`config.mk`:
```
export PLATFORM = sky130hd
export DESIGN_NAME = ibus_frame_receiver
export DESIGN_NICKNAME = d
export VERILOG_FILES = /design/src/hw/rtl/ibfr_pkg.sv /design/src/hw/rtl/ibfr_front.sv /design/src/hw/rtl/ibfr_fifo.sv /design/src/hw/rtl/ibfr_back.sv /design/src/hw/rtl/ibus_frame_receiver.sv
export VERILOG_INCLUDE_DIRS = /design/src /design/src/hw/rtl
export SDC_FILE = /design/constraint.sdc
export NUM_CORES = 1
export LEC_CHECK = 0
export BUFFER_PORTS_ARGS = -buffer_cell sky130_fd_sc_hd__buf_4
export CORE_MARGIN = 4
export CORE_UTILIZATION = 35
export DETAILED_ROUTE_END_ITERATION = 6
export GPL_TIMING_DRIVEN = 1
export SYNTH_ARGS = -nofsm -noshare
export SYNTH_HDL_FRONTEND = slang
export SYNTH_SLANG_ARGS = --single-unit
```
`constraint.sdc`:
```
create_clock -name clk -period 5.9 [get_ports clk]
set_clock_uncertainty 0.2 [all_clocks]
set_input_delay 0.59 -clock clk [delete_from_list [all_inputs] [get_ports clk]]
set_output_delay 0.59 -clock clk [all_outputs]
set_load 0.05 [all_outputs]
```
`src/hw/rtl/assert_macros.svh`:
```
// Assertion macros shared by the iBUS frame receiver modules.
`ifndef ASSERT_MACROS_SVH
`define ASSERT_MACROS_SVH

// Same-cycle implication, disabled during reset.
`define ASSERT_IMPL(lbl, clk, rst_n, a, c, msg) \
  lbl: assert property (@(posedge clk) disable iff (!rst_n) (a) |-> (c)) else $error(msg);

// Next-cycle implication, disabled during reset.
`define ASSERT_NEXT(lbl, clk, rst_n, a, c, msg) \
  lbl: assert property (@(posedge clk) disable iff (!rst_n) (a) |=> (c)) else $error(msg);

`endif

```
`src/hw/rtl/ibfr_pkg.sv`:
```
// Shared types and constants of the iBUS frame receiver.
package ibfr_pkg;

  localparam int CHANNELS = 14;

  localparam logic [7:0]  HDR_FIRST  = 8'h20;
  localparam logic [7:0]  HDR_SECOND = 8'h40;
  localparam logic [15:0] HDR_SUM    = 16'h0060;
  localparam logic [15:0] CKSUM_BASE = 16'hFFFF;

  localparam int PAYLOAD_LEN = 30;
  localparam int SUM_LEN     = 28;
  localparam int IDX_W       = 5;
  localparam int MEM_AW      = IDX_W + 1;
  localparam int CH_W        = 4;

  typedef struct packed {
    logic              en;
    logic [MEM_AW-1:0] addr;
    logic [7:0]        data;
  } store_wr_t;

  typedef struct packed {
    logic not_empty;
    logic full;
    logic head_ok;
  } fifo_status_t;

endpackage

```
`src/hw/rtl/ibfr_front.sv`:
```
// Front end: header hunt, payload store writes and checksum check.
module ibfr_front (
  input  logic                clk,
  input  logic                rst_n,
  input  logic                in_valid,
  output logic                in_ready,
  input  logic [7:0]          in_rx_byte,
  input  logic                q_full,
  output logic                push,
  output logic                push_ok,
  output ibfr_pkg::store_wr_t store_wr
);
  import ibfr_pkg::*;

  typedef enum logic [2:0] {
    PH_HUNT1 = 3'b001,
    PH_HUNT2 = 3'b010,
    PH_STORE = 3'b100
  } phase_t;

  phase_t           phase_r, phase_nxt;
  logic [IDX_W-1:0] cnt_r, cnt_nxt;
  logic [15:0]      sum_r, sum_nxt;
  logic [7:0]       lo_r, lo_nxt;
  logic             bank_r, bank_nxt;
  logic             accept;
  logic             last_byte;

  assign in_ready  = !((phase_r == PH_STORE) && q_full);
  assign accept    = in_valid && in_ready;
  assign last_byte = (cnt_r == IDX_W'(PAYLOAD_LEN - 1));

  assign store_wr.en   = accept && (phase_r == PH_STORE);
  assign store_wr.addr = {bank_r, cnt_r};
  assign store_wr.data = in_rx_byte;

  assign push    = accept && (phase_r == PH_STORE) && last_byte;
  assign push_ok = ((CKSUM_BASE - sum_r) == {in_rx_byte, lo_r});

  always_comb begin
    phase_nxt = phase_r;
    cnt_nxt   = cnt_r;
    sum_nxt   = sum_r;
    lo_nxt    = lo_r;
    bank_nxt  = bank_r;
    if (accept) begin
      case (phase_r)
        PH_HUNT1: begin
          if (in_rx_byte == HDR_FIRST) phase_nxt = PH_HUNT2;
        end
        PH_HUNT2: begin
          if (in_rx_byte == HDR_SECOND) begin
            phase_nxt = PH_STORE;
            cnt_nxt   = '0;
            sum_nxt   = HDR_SUM;
          end
        end
        PH_STORE: begin
          if (cnt_r < IDX_W'(SUM_LEN)) sum_nxt = sum_r + {8'd0, in_rx_byte};
          if (cnt_r == IDX_W'(SUM_LEN)) lo_nxt = in_rx_byte;
          if (last_byte) begin
            phase_nxt = PH_HUNT1;
            cnt_nxt   = '0;
            bank_nxt  = !bank_r;
          end else begin
            cnt_nxt = cnt_r + IDX_W'(1);
          end
        end
        default: phase_nxt = PH_HUNT1;
      endcase
    end
  end

  always_ff @(posedge clk) begin
    if (!rst_n) begin
      phase_r <= PH_HUNT1;
      cnt_r   <= '0;
      sum_r   <= '0;
      bank_r  <= 1'b0;
    end else begin
      phase_r <= phase_nxt;
      cnt_r   <= cnt_nxt;
      sum_r   <= sum_nxt;
      bank_r  <= bank_nxt;
    end
  end

  always_ff @(posedge clk) begin
    lo_r <= lo_nxt;
  end

endmodule

```
`src/hw/rtl/ibfr_fifo.sv`:
```
// Two-entry queue of finished frames (checksum verdict per frame).
`include "assert_macros.svh"
module ibfr_fifo (
  input  logic                   clk,
  input  logic                   rst_n,
  input  logic                   push,
  input  logic                   push_ok,
  input  logic                   pop,
  output ibfr_pkg::fifo_status_t status
);
  import ibfr_pkg::*;

  logic [1:0] ok_r;
  logic       wr_ptr_r;
  logic       rd_ptr_r;
  logic [1:0] count_r;

  assign status.not_empty = (count_r != 2'd0);
  assign status.full      = (count_r == 2'd2);
  assign status.head_ok   = ok_r[rd_ptr_r];

  always_ff @(posedge clk) begin
    if (!rst_n) begin
      wr_ptr_r <= 1'b0;
      rd_ptr_r <= 1'b0;
      count_r  <= 2'd0;
    end else begin
      if (push) wr_ptr_r <= !wr_ptr_r;
      if (pop) rd_ptr_r <= !rd_ptr_r;
      if (push && !pop) count_r <= count_r + 2'd1;
      else if (pop && !push) count_r <= count_r - 2'd1;
    end
  end

  always_ff @(posedge clk) begin
    if (push) ok_r[wr_ptr_r] <= push_ok;
  end

  `ASSERT_IMPL(a_no_overflow, clk, rst_n, push, !status.full, "frame pushed into full queue")
  `ASSERT_IMPL(a_no_underflow, clk, rst_n, pop, count_r != 2'd0, "frame popped from empty queue")
  `ASSERT_NEXT(a_count_grows, clk, rst_n, push && !pop, count_r != 2'd0, "count lost a push")

endmodule

```
`src/hw/rtl/ibfr_back.sv`:
```
// Back end: double-banked payload store and channel result emitter.
`include "assert_macros.svh"
module ibfr_back (
  input  logic                   clk,
  input  logic                   rst_n,
  input  ibfr_pkg::store_wr_t    store_wr,
  input  ibfr_pkg::fifo_status_t q_status,
  output logic                   pop,
  output logic                   out_valid,
  input  logic                   out_ready,
  output logic [3:0]             out_channel_index,
  output logic [11:0]            out_channel_value,
  output logic                   out_checksum_ok,
  output logic                   out_last_channel
);
  import ibfr_pkg::*;

  typedef enum logic [2:0] {
    BK_IDLE = 3'b001,
    BK_READ = 3'b010,
    BK_SHOW = 3'b100
  } bk_state_t;

  logic [7:0] store_mem [0:(1 << MEM_AW) - 1];

  bk_state_t        state_r, state_nxt;
  logic [CH_W-1:0]  ch_r, ch_nxt;
  logic             bank_r, bank_nxt;
  logic [7:0]       lo_q;
  logic [7:0]       hi_q;
  logic             is_last;

  assign is_last = (ch_r == CH_W'(CHANNELS - 1));

  always_ff @(posedge clk) begin
    if (store_wr.en) store_mem[store_wr.addr] <= store_wr.data;
  end

  always_ff @(posedge clk) begin
    if (state_r == BK_READ) begin
      lo_q <= store_mem[{bank_r, ch_r, 1'b0}];
      hi_q <= store_mem[{bank_r, ch_r, 1'b1}];
    end
  end

  assign out_valid         = (state_r == BK_SHOW);
  assign out_channel_index = ch_r;
  assign out_channel_value = {hi_q[3:0], lo_q};
  assign out_checksum_ok   = q_status.head_ok;
  assign out_last_channel  = is_last;
  assign pop               = out_valid && out_ready && is_last;

  always_comb begin
    state_nxt = state_r;
    ch_nxt    = ch_r;
    bank_nxt  = bank_r;
    case (state_r)
      BK_IDLE: begin
        if (q_status.not_empty) begin
          state_nxt = BK_READ;
          ch_nxt    = '0;
        end
      end
      BK_READ: state_nxt = BK_SHOW;
      BK_SHOW: begin
        if (out_ready) begin
          if (is_last) begin
            state_nxt = BK_IDLE;
            bank_nxt  = !bank_r;
          end else begin
            state_nxt = BK_READ;
            ch_nxt    = ch_r + CH_W'(1);
          end
        end
      end
      default: state_nxt = BK_IDLE;
    endcase
  end

  always_ff @(posedge clk) begin
    if (!rst_n) begin
      state_r <= BK_IDLE;
      ch_r    <= '0;
      bank_r  <= 1'b0;
    end else begin
      state_r <= state_nxt;
      ch_r    <= ch_nxt;
      bank_r  <= bank_nxt;
    end
  end

  `ASSERT_IMPL(a_show_has_frame, clk, rst_n, out_valid, q_status.not_empty, "result without frame")
  `ASSERT_IMPL(a_read_bank_safe, clk, rst_n, store_wr.en && (state_r != BK_IDLE),
    store_wr.addr[MEM_AW-1] != bank_r, "payload write into bank being read")

endmodule

```
`src/hw/rtl/ibus_frame_receiver.sv`:
```
// iBUS frame receiver top level: byte parser, frame queue and channel emitter.
// Input: one byte per cycle; stalls only on a payload byte while the frame queue holds two frames.
// The first channel result of a frame follows its 30th payload byte through the frame queue and the emitter read state.
// Output: each channel result is read from the store into the output registers, then held until out_ready takes it.
// Reset clears parser, queue and emitter control; the payload store and data registers are not cleared.
module ibus_frame_receiver (
  input  logic        clk,
  input  logic        rst_n,
  input  logic        in_valid,
  output logic        in_ready,
  input  logic [7:0]  in_rx_byte,
  output logic        out_valid,
  input  logic        out_ready,
  output logic [3:0]  out_channel_index,
  output logic [11:0] out_channel_value,
  output logic        out_checksum_ok,
  output logic        out_last_channel
);
  import ibfr_pkg::*;

  store_wr_t    store_wr;
  fifo_status_t q_status;
  logic         push;
  logic         push_ok;
  logic         pop;

  ibfr_front u_front (
    .clk        (clk),
    .rst_n      (rst_n),
    .in_valid   (in_valid),
    .in_ready   (in_ready),
    .in_rx_byte (in_rx_byte),
    .q_full     (q_status.full),
    .push       (push),
    .push_ok    (push_ok),
    .store_wr   (store_wr)
  );

  ibfr_fifo u_fifo (
    .clk     (clk),
    .rst_n   (rst_n),
    .push    (push),
    .push_ok (push_ok),
    .pop     (pop),
    .status  (q_status)
  );

  ibfr_back u_back (
    .clk               (clk),
    .rst_n             (rst_n),
    .store_wr          (store_wr),
    .q_status          (q_status),
    .pop               (pop),
    .out_valid         (out_valid),
    .out_ready         (out_ready),
    .out_channel_index (out_channel_index),
    .out_channel_value (out_channel_value),
    .out_checksum_ok   (out_checksum_ok),
    .out_last_channel  (out_last_channel)
  );

endmodule
```
Word-level counts from Yosys, hierarchy flattened --
Memories as Yosys holds them, arrays and structs flattened. A register that Yosys moved wholly into a read port is not among the register bits. Cells that the tools add are included.
Word-level totals: register bits after elaboration 47, bits in latches 0, bits in writable memories 512, memory bits (read-only) 0, bits of input ports 12, output and inout port bits 20, logic and storage cells 98, memories kept 1
Operators by class: add/sub/neg operators 6, $mul 0, divide/modulo/power cells 0, magnitude comparators 4, equality and inequality tests 20, shift operators 0, multiplexer cells 27, bitwise gates (word level) 0, reduce and logical (&&, ||, !) cells 28
Memory list:
- u_back.store_mem | words 64, width 8, rd ports 2, clocked after Yosys merged registers in 2, wr ports 1, RTL line ibfr_back.sv:24 | logic [7:0] store_mem [0:(1 << MEM_AW) - 1];
Operators by type and width (count):
- $mux 16 | 2
- $pmux 16 s2 | 1
- $pmux 3 s3 | 2
- $add 16x8->16 | 1
- $eq 16x16->1 | 1
- $sub 16x16->16 const A | 1
- $mux 3 | 5
- $mux 4 | 3
- $reduce_and 3->1 | 4
- $reduce_and 4->1 | 3
- $eq 5x5->1 const B | 2
- $mux 5 | 2
- $pmux 5 s2 | 1
- $logic_and 1x1->1 | 9
- $eq 8x6->1 const B | 1
- $eq 8x7->1 const B | 1
- $ne 2x2->1 const B | 4
- $pmux 4 s2 | 1
- $reduce_bool 2->1 | 4
- $logic_not 1->1 | 7
- $eq 3x1->1 const B | 2
- $eq 3x2->1 const B | 2
- $eq 3x3->1 const B | 2
- $mux 2 | 3
- 14 further kinds | 21

Depth between registers and ports, before layout --
depth in word-level cells 10, mapped depth 13, depth with buffers taken out 10

Modules after synthesis --
A second synthesis with hierarchy kept.
Unflattened totals: cell total of the unflattened synthesis 1081, area total of the unflattened synthesis 18133.6 µm²
By module, submodules not included:
- ibfr_back | instances 1, cells each 824, area an instance 15790.1 µm², seq. area each 12051.6 µm²
- ibfr_front | instances 1, cells each 234, area an instance 2077.0 µm², seq. area each 740.7 µm²
- ibfr_fifo | instances 1, cells each 23, area an instance 266.5 µm², seq. area each 140.1 µm²

Least setup slack after synthesis --
No wires, ideal clock.
kind reg-to-reg, from register u_back.ch_r[1] (netlist: u_back.out_channel_index[1]), to register u_fifo.count_r[1], setup time 0.070 ns, arrival time 3.309 ns, data required time 5.630 ns, setup slack 2.320 ns, stages on the path, launching flop included 13, buffers on the path 3, period minus slack after synthesis 3.580 ns, path through dfxtp_1 -> clkbuf_1 -> clkbuf_1 -> buf_1 -> inv_1 -> ha_1 -> nand3_1 -> inv_1 -> and3_1 -> inv_1 -> ha_1 -> or3_1 -> a21oi_1
Between the ends: word-level cells in the longest chain between the ends 5, elaborated cells on any way between the ends 7
RTL lines:
- start: declaration | RTL line ibfr_back.sv:27 | logic [CH_W-1:0] ch_r, ch_nxt;
- start signal: assignment | RTL line ibfr_back.sv:87 | ch_r <= ch_nxt;
- $eq 4x4->1 * | RTL line ibfr_back.sv:33 | assign is_last = (ch_r == CH_W'(CHANNELS - 1));
- named net out_last_channel | RTL line ibus_frame_receiver.sv:17 | output logic out_last_channel
- $logic_and 1x1->1 * | RTL line ibfr_back.sv:51 | assign pop = out_valid && out_ready && is_last;
- $logic_not 1->1 | RTL line ibfr_fifo.sv:30 | if (push && !pop) count_r <= count_r + 2'd1;
- $logic_and 1x1->1 | RTL line ibfr_fifo.sv:30
- $mux 2 / $reduce_bool 2->1 (equally long branches)
- end signal: assignment | RTL line ibfr_fifo.sv:30
- end signal: assignment | RTL line ibfr_fifo.sv:31 | else if (pop && !push) count_r <= count_r - 2'd1;
- end: declaration | RTL line ibfr_fifo.sv:16 | logic [1:0] count_r;
Mark *: on every way through the listed nets, which the timed path passes. The rest lies on a longest branch. A chain may end at the register's enable or synchronous reset.

Worst setup path in the final report --
from register u_front.phase_r[2], to memory u_back.store_mem[8][4] (enable)
Between the ends: word-level cells in the longest chain between the ends 7
RTL lines:
- start: declaration | RTL line ibfr_front.sv:21 | phase_t phase_r, phase_nxt;
- start signal: assignment | RTL line ibfr_front.sv:81 | phase_r <= phase_nxt;
- $eq 3x3->1 * | RTL line ibfr_front.sv:29, ibfr_front.sv:33
- $logic_and 1x1->1 | RTL line ibfr_front.sv:29 | assign in_ready = !((phase_r == PH_STORE) && q_full);
- $logic_not 1->1 | RTL line ibfr_front.sv:29
- $logic_and 1x1->1 | RTL line ibfr_front.sv:30 | assign accept = in_valid && in_ready;
- $logic_and 1x1->1 * | RTL line ibfr_front.sv:33 | assign store_wr.en = accept && (phase_r == PH_STORE);
- $mux 1 * | RTL line ibfr_back.sv:36 | if (store_wr.en) store_mem[store_wr.addr] <= store_wr.data;
- $mux 1 (implied by the code) * | RTL line ibfr_back.sv:36
- end: declaration | RTL line ibfr_back.sv:24
Mark *: on every way between the ends. The rest lies on a longest branch, timed or not.

==> metrics.csv <==
metric,value,unit
crit_slowest_cell,nor2_1,
postCtsHoldBufs,0,
port_buffers,31,
cts_max_level,2,
period_needed,3.27,ns
cp_max_fo,8,
ios,32,
coreArea,50500,um^2
switching_power,1270,uW
powerDensity,314,nW/um^2
nets,1026,
routed_via_density,5.29,
avgSynthCellArea,18.7,um^2
critPathLaunchType,flip-flop,
critPathLaunch,u_front.phase_r[2],
worstReg2RegStart,u_front.phase_r[2],
ir_drop,0.178,mV
async_flop_share,0,
layout_worst_path_cycle_share,0.555,
ys_seq_area_frac,0.720,
post_cts_buffers,0,
gp_congestion,0.733,
setup_violations,0,
p_int,5160,uW
grt_pass1_vias,9178,
finalWirelength,39100,um
yosysTopAreaCell,edfxtp_1,
synth_warnings,0,
cts_sinks,443,
synth_common_cells,"edfxtp_1 (406), mux4_2 (120), nor2_1 (85)",
path_buf_inv,0,
post-dp-hpwl,23800,um
numCtsBuffers,47,
slowest_delay,0.95,ns
synthDominantCellAreaShare,0.678,
combPwrFrac,0.012,
dieHeight,235,um
clock-root-buffer,clkbuf_16,
pre_cts_slack,2.44,ns
fin_util,0.405,
min_from,rst_n,
min_path_type,in2reg,
endpoint_kind,flip-flop,
drtIter0Drc,926,
rsz0062_at_grt,no,
die-area,55000,um^2
first_pass_iters,7,
clkLatencyLatePin,0.58,ns
cp_cell_sequence,or3b_2 -> nor3_1 -> nand2_1 -> nor2_1,
grt_pass1_wl,59600,um
start_util,0.356,
grt-ovfl-total,0,
worstMarginPinSlew,1.15,ns
ys_ff_latch,443,
p_leak,0.00620,uW
ys_top_cells_by_area,"edfxtp_1 (68%), mux4_2 (15%), dfxtp_1 (4.1%)",
criticalPathCategory,reg2reg,
clockBufferDepth,3,
fin_ws,2.63,ns
drc_errors,0,
antenna_cells,0,
track_usage,0.140,
cts_resized,0,
hold_viol_final,0,
wl_per_cell,22.9,um
drive_gt1_frac,0.246,
ys.flop_type,edfxtp_1,
synth.cell_area,18000,um^2
cts_tree,yes,
power_frac_seq,0.532,
cp.arrival,3.26,ns
yosysUniqueCellTypes,52,
synth_fp_nets,986,
outcome,"finished, final reports clean",
antenna_found_initial,0,
die_x,235,um
max_clock_freq,305,MHz
maxCapViolCount,0,
cp_top_family,simple AND/OR/NAND/NOR gates,
cp_data_required_time,5.88,ns
vias,9050,
setup_tns,0,ns
rows,82,
ant_nets,0,
maxSlewViolCount,0,
total_power,6430,uW
synthCells,959,
grt_max_degree,73,
layout-area-overhead-vs-synth,13.9,%
slew_headroom,0.234,
sw_frac_of_total,0.197,
clkPwrFrac,0.456,
synth_most_common_cell,edfxtp_1,
cts.clk_slew.worst_paths,0.06,ns
synth_edf_count,406,
-- cell type report --
cell class | count | area, um^2
Fill cell | 4498 | 30000
Sequential cell | 443 | 12900
Multi-Input combinational cell | 455 | 4790
Clock buffer | 59 | 1250
Tap cell | 672 | 841
Clock inverter | 29 | 292
Timing Repair Buffer | 37 | 290
Inverter | 15 | 56.3
-- metal layers --
metal	track usage	vias to the layer above	wire, um
met4	0.0433	0	876
met2	0.217	276	18200
met1	0.202	4743	17800
met3	0.0270	54	2200
met5	0	-	0
li1	-	3977	-
-- metrics by stage --
step	cells	hold WS, ns	instance area [um^2]
6_report	1710	0.0935	20500
5_1_grt	1710	0.0937	20500
4_1_cts	1710	0.0654	20500
3_5_place_dp	1622	0.293	18900
3_3_place_gp	1622	0.278	18900
2_1_floorplan	959	0.260	18000
-- state kept, by name, indices dropped and copies added (netlist names) --
register                  count
u_back.store_mem            384
u_back.state_r                3
u_front.sum_r                16
u_front.bank_r                1
u_fifo.rd_ptr_r               1
u_front.lo_r                  8
u_fifo.count_r                2
u_fifo.wr_ptr_r               1
u_back.out_channel_index      4
u_front.phase_r               3
u_front.cnt_r                 5
u_fifo.ok_r                   2
out_channel_value            12
u_back.bank_r                 1
-- power by group through the flow --
stage                     Clock, uW  Sequential [uW]  Combinational (uW)
after floorplan                   0             3490                19.8
after global placement            0             3490                74.3
after detailed placement          0             3490                78.0
after CTS                      3000             3420                77.8
after global routing           3140             3420                84.1
final                          2940             3420                75.3
-- cell usage in the layout (no fill, tap or decap), types with 7 or more instances in the layout --
master / n
a21oi_1: 30
buf_4: 36
clkbuf_1: 10
clkbuf_16: 48
clkinv_1: 12
dfxtp_1: 34
edfxtp_1: 406
ha_1: 14
inv_1: 15
mux2_2: 14
mux4_2: 120
nand2_1: 22
nand2b_1: 7
nand3_1: 17
nand4_1: 10
nor2_1: 84
nor3_1: 7
o21ai_0: 18
o31ai_1: 7
or3_1: 7
or4_1: 10
xor2_1: 22
-- worst paths after layout --
path | end | slack (ns) | cells past startpoint
worst max-delay path | u_back.store_mem[8][4] | 2.63 | 4
worst min-delay path | u_back.state_r[0] | 0.09 | 2
worst max register to register | u_back.store_mem[8][4] | 2.63 | 4
worst min register to register | u_front.sum_r[15] | 0.29 | 2
-- logic make-up (layout without fill, tap and decap cells) --
kind of cell               count (synthesis)  after routing  share of synthesized area
muxes                                    135            135                      0.160
xor gates and xnor gates                  27             27                     0.0132
buffers and inverters                     61            140                     0.0141
adders and majority gates                 15             15                     0.0109
and+or+nand+nor                          196            196                     0.0551
DFF                                      443            443                      0.720
AOI/OAI and AO/OA                         82             82                     0.0275
Note: power is estimated with default switching activity, not from simulation.
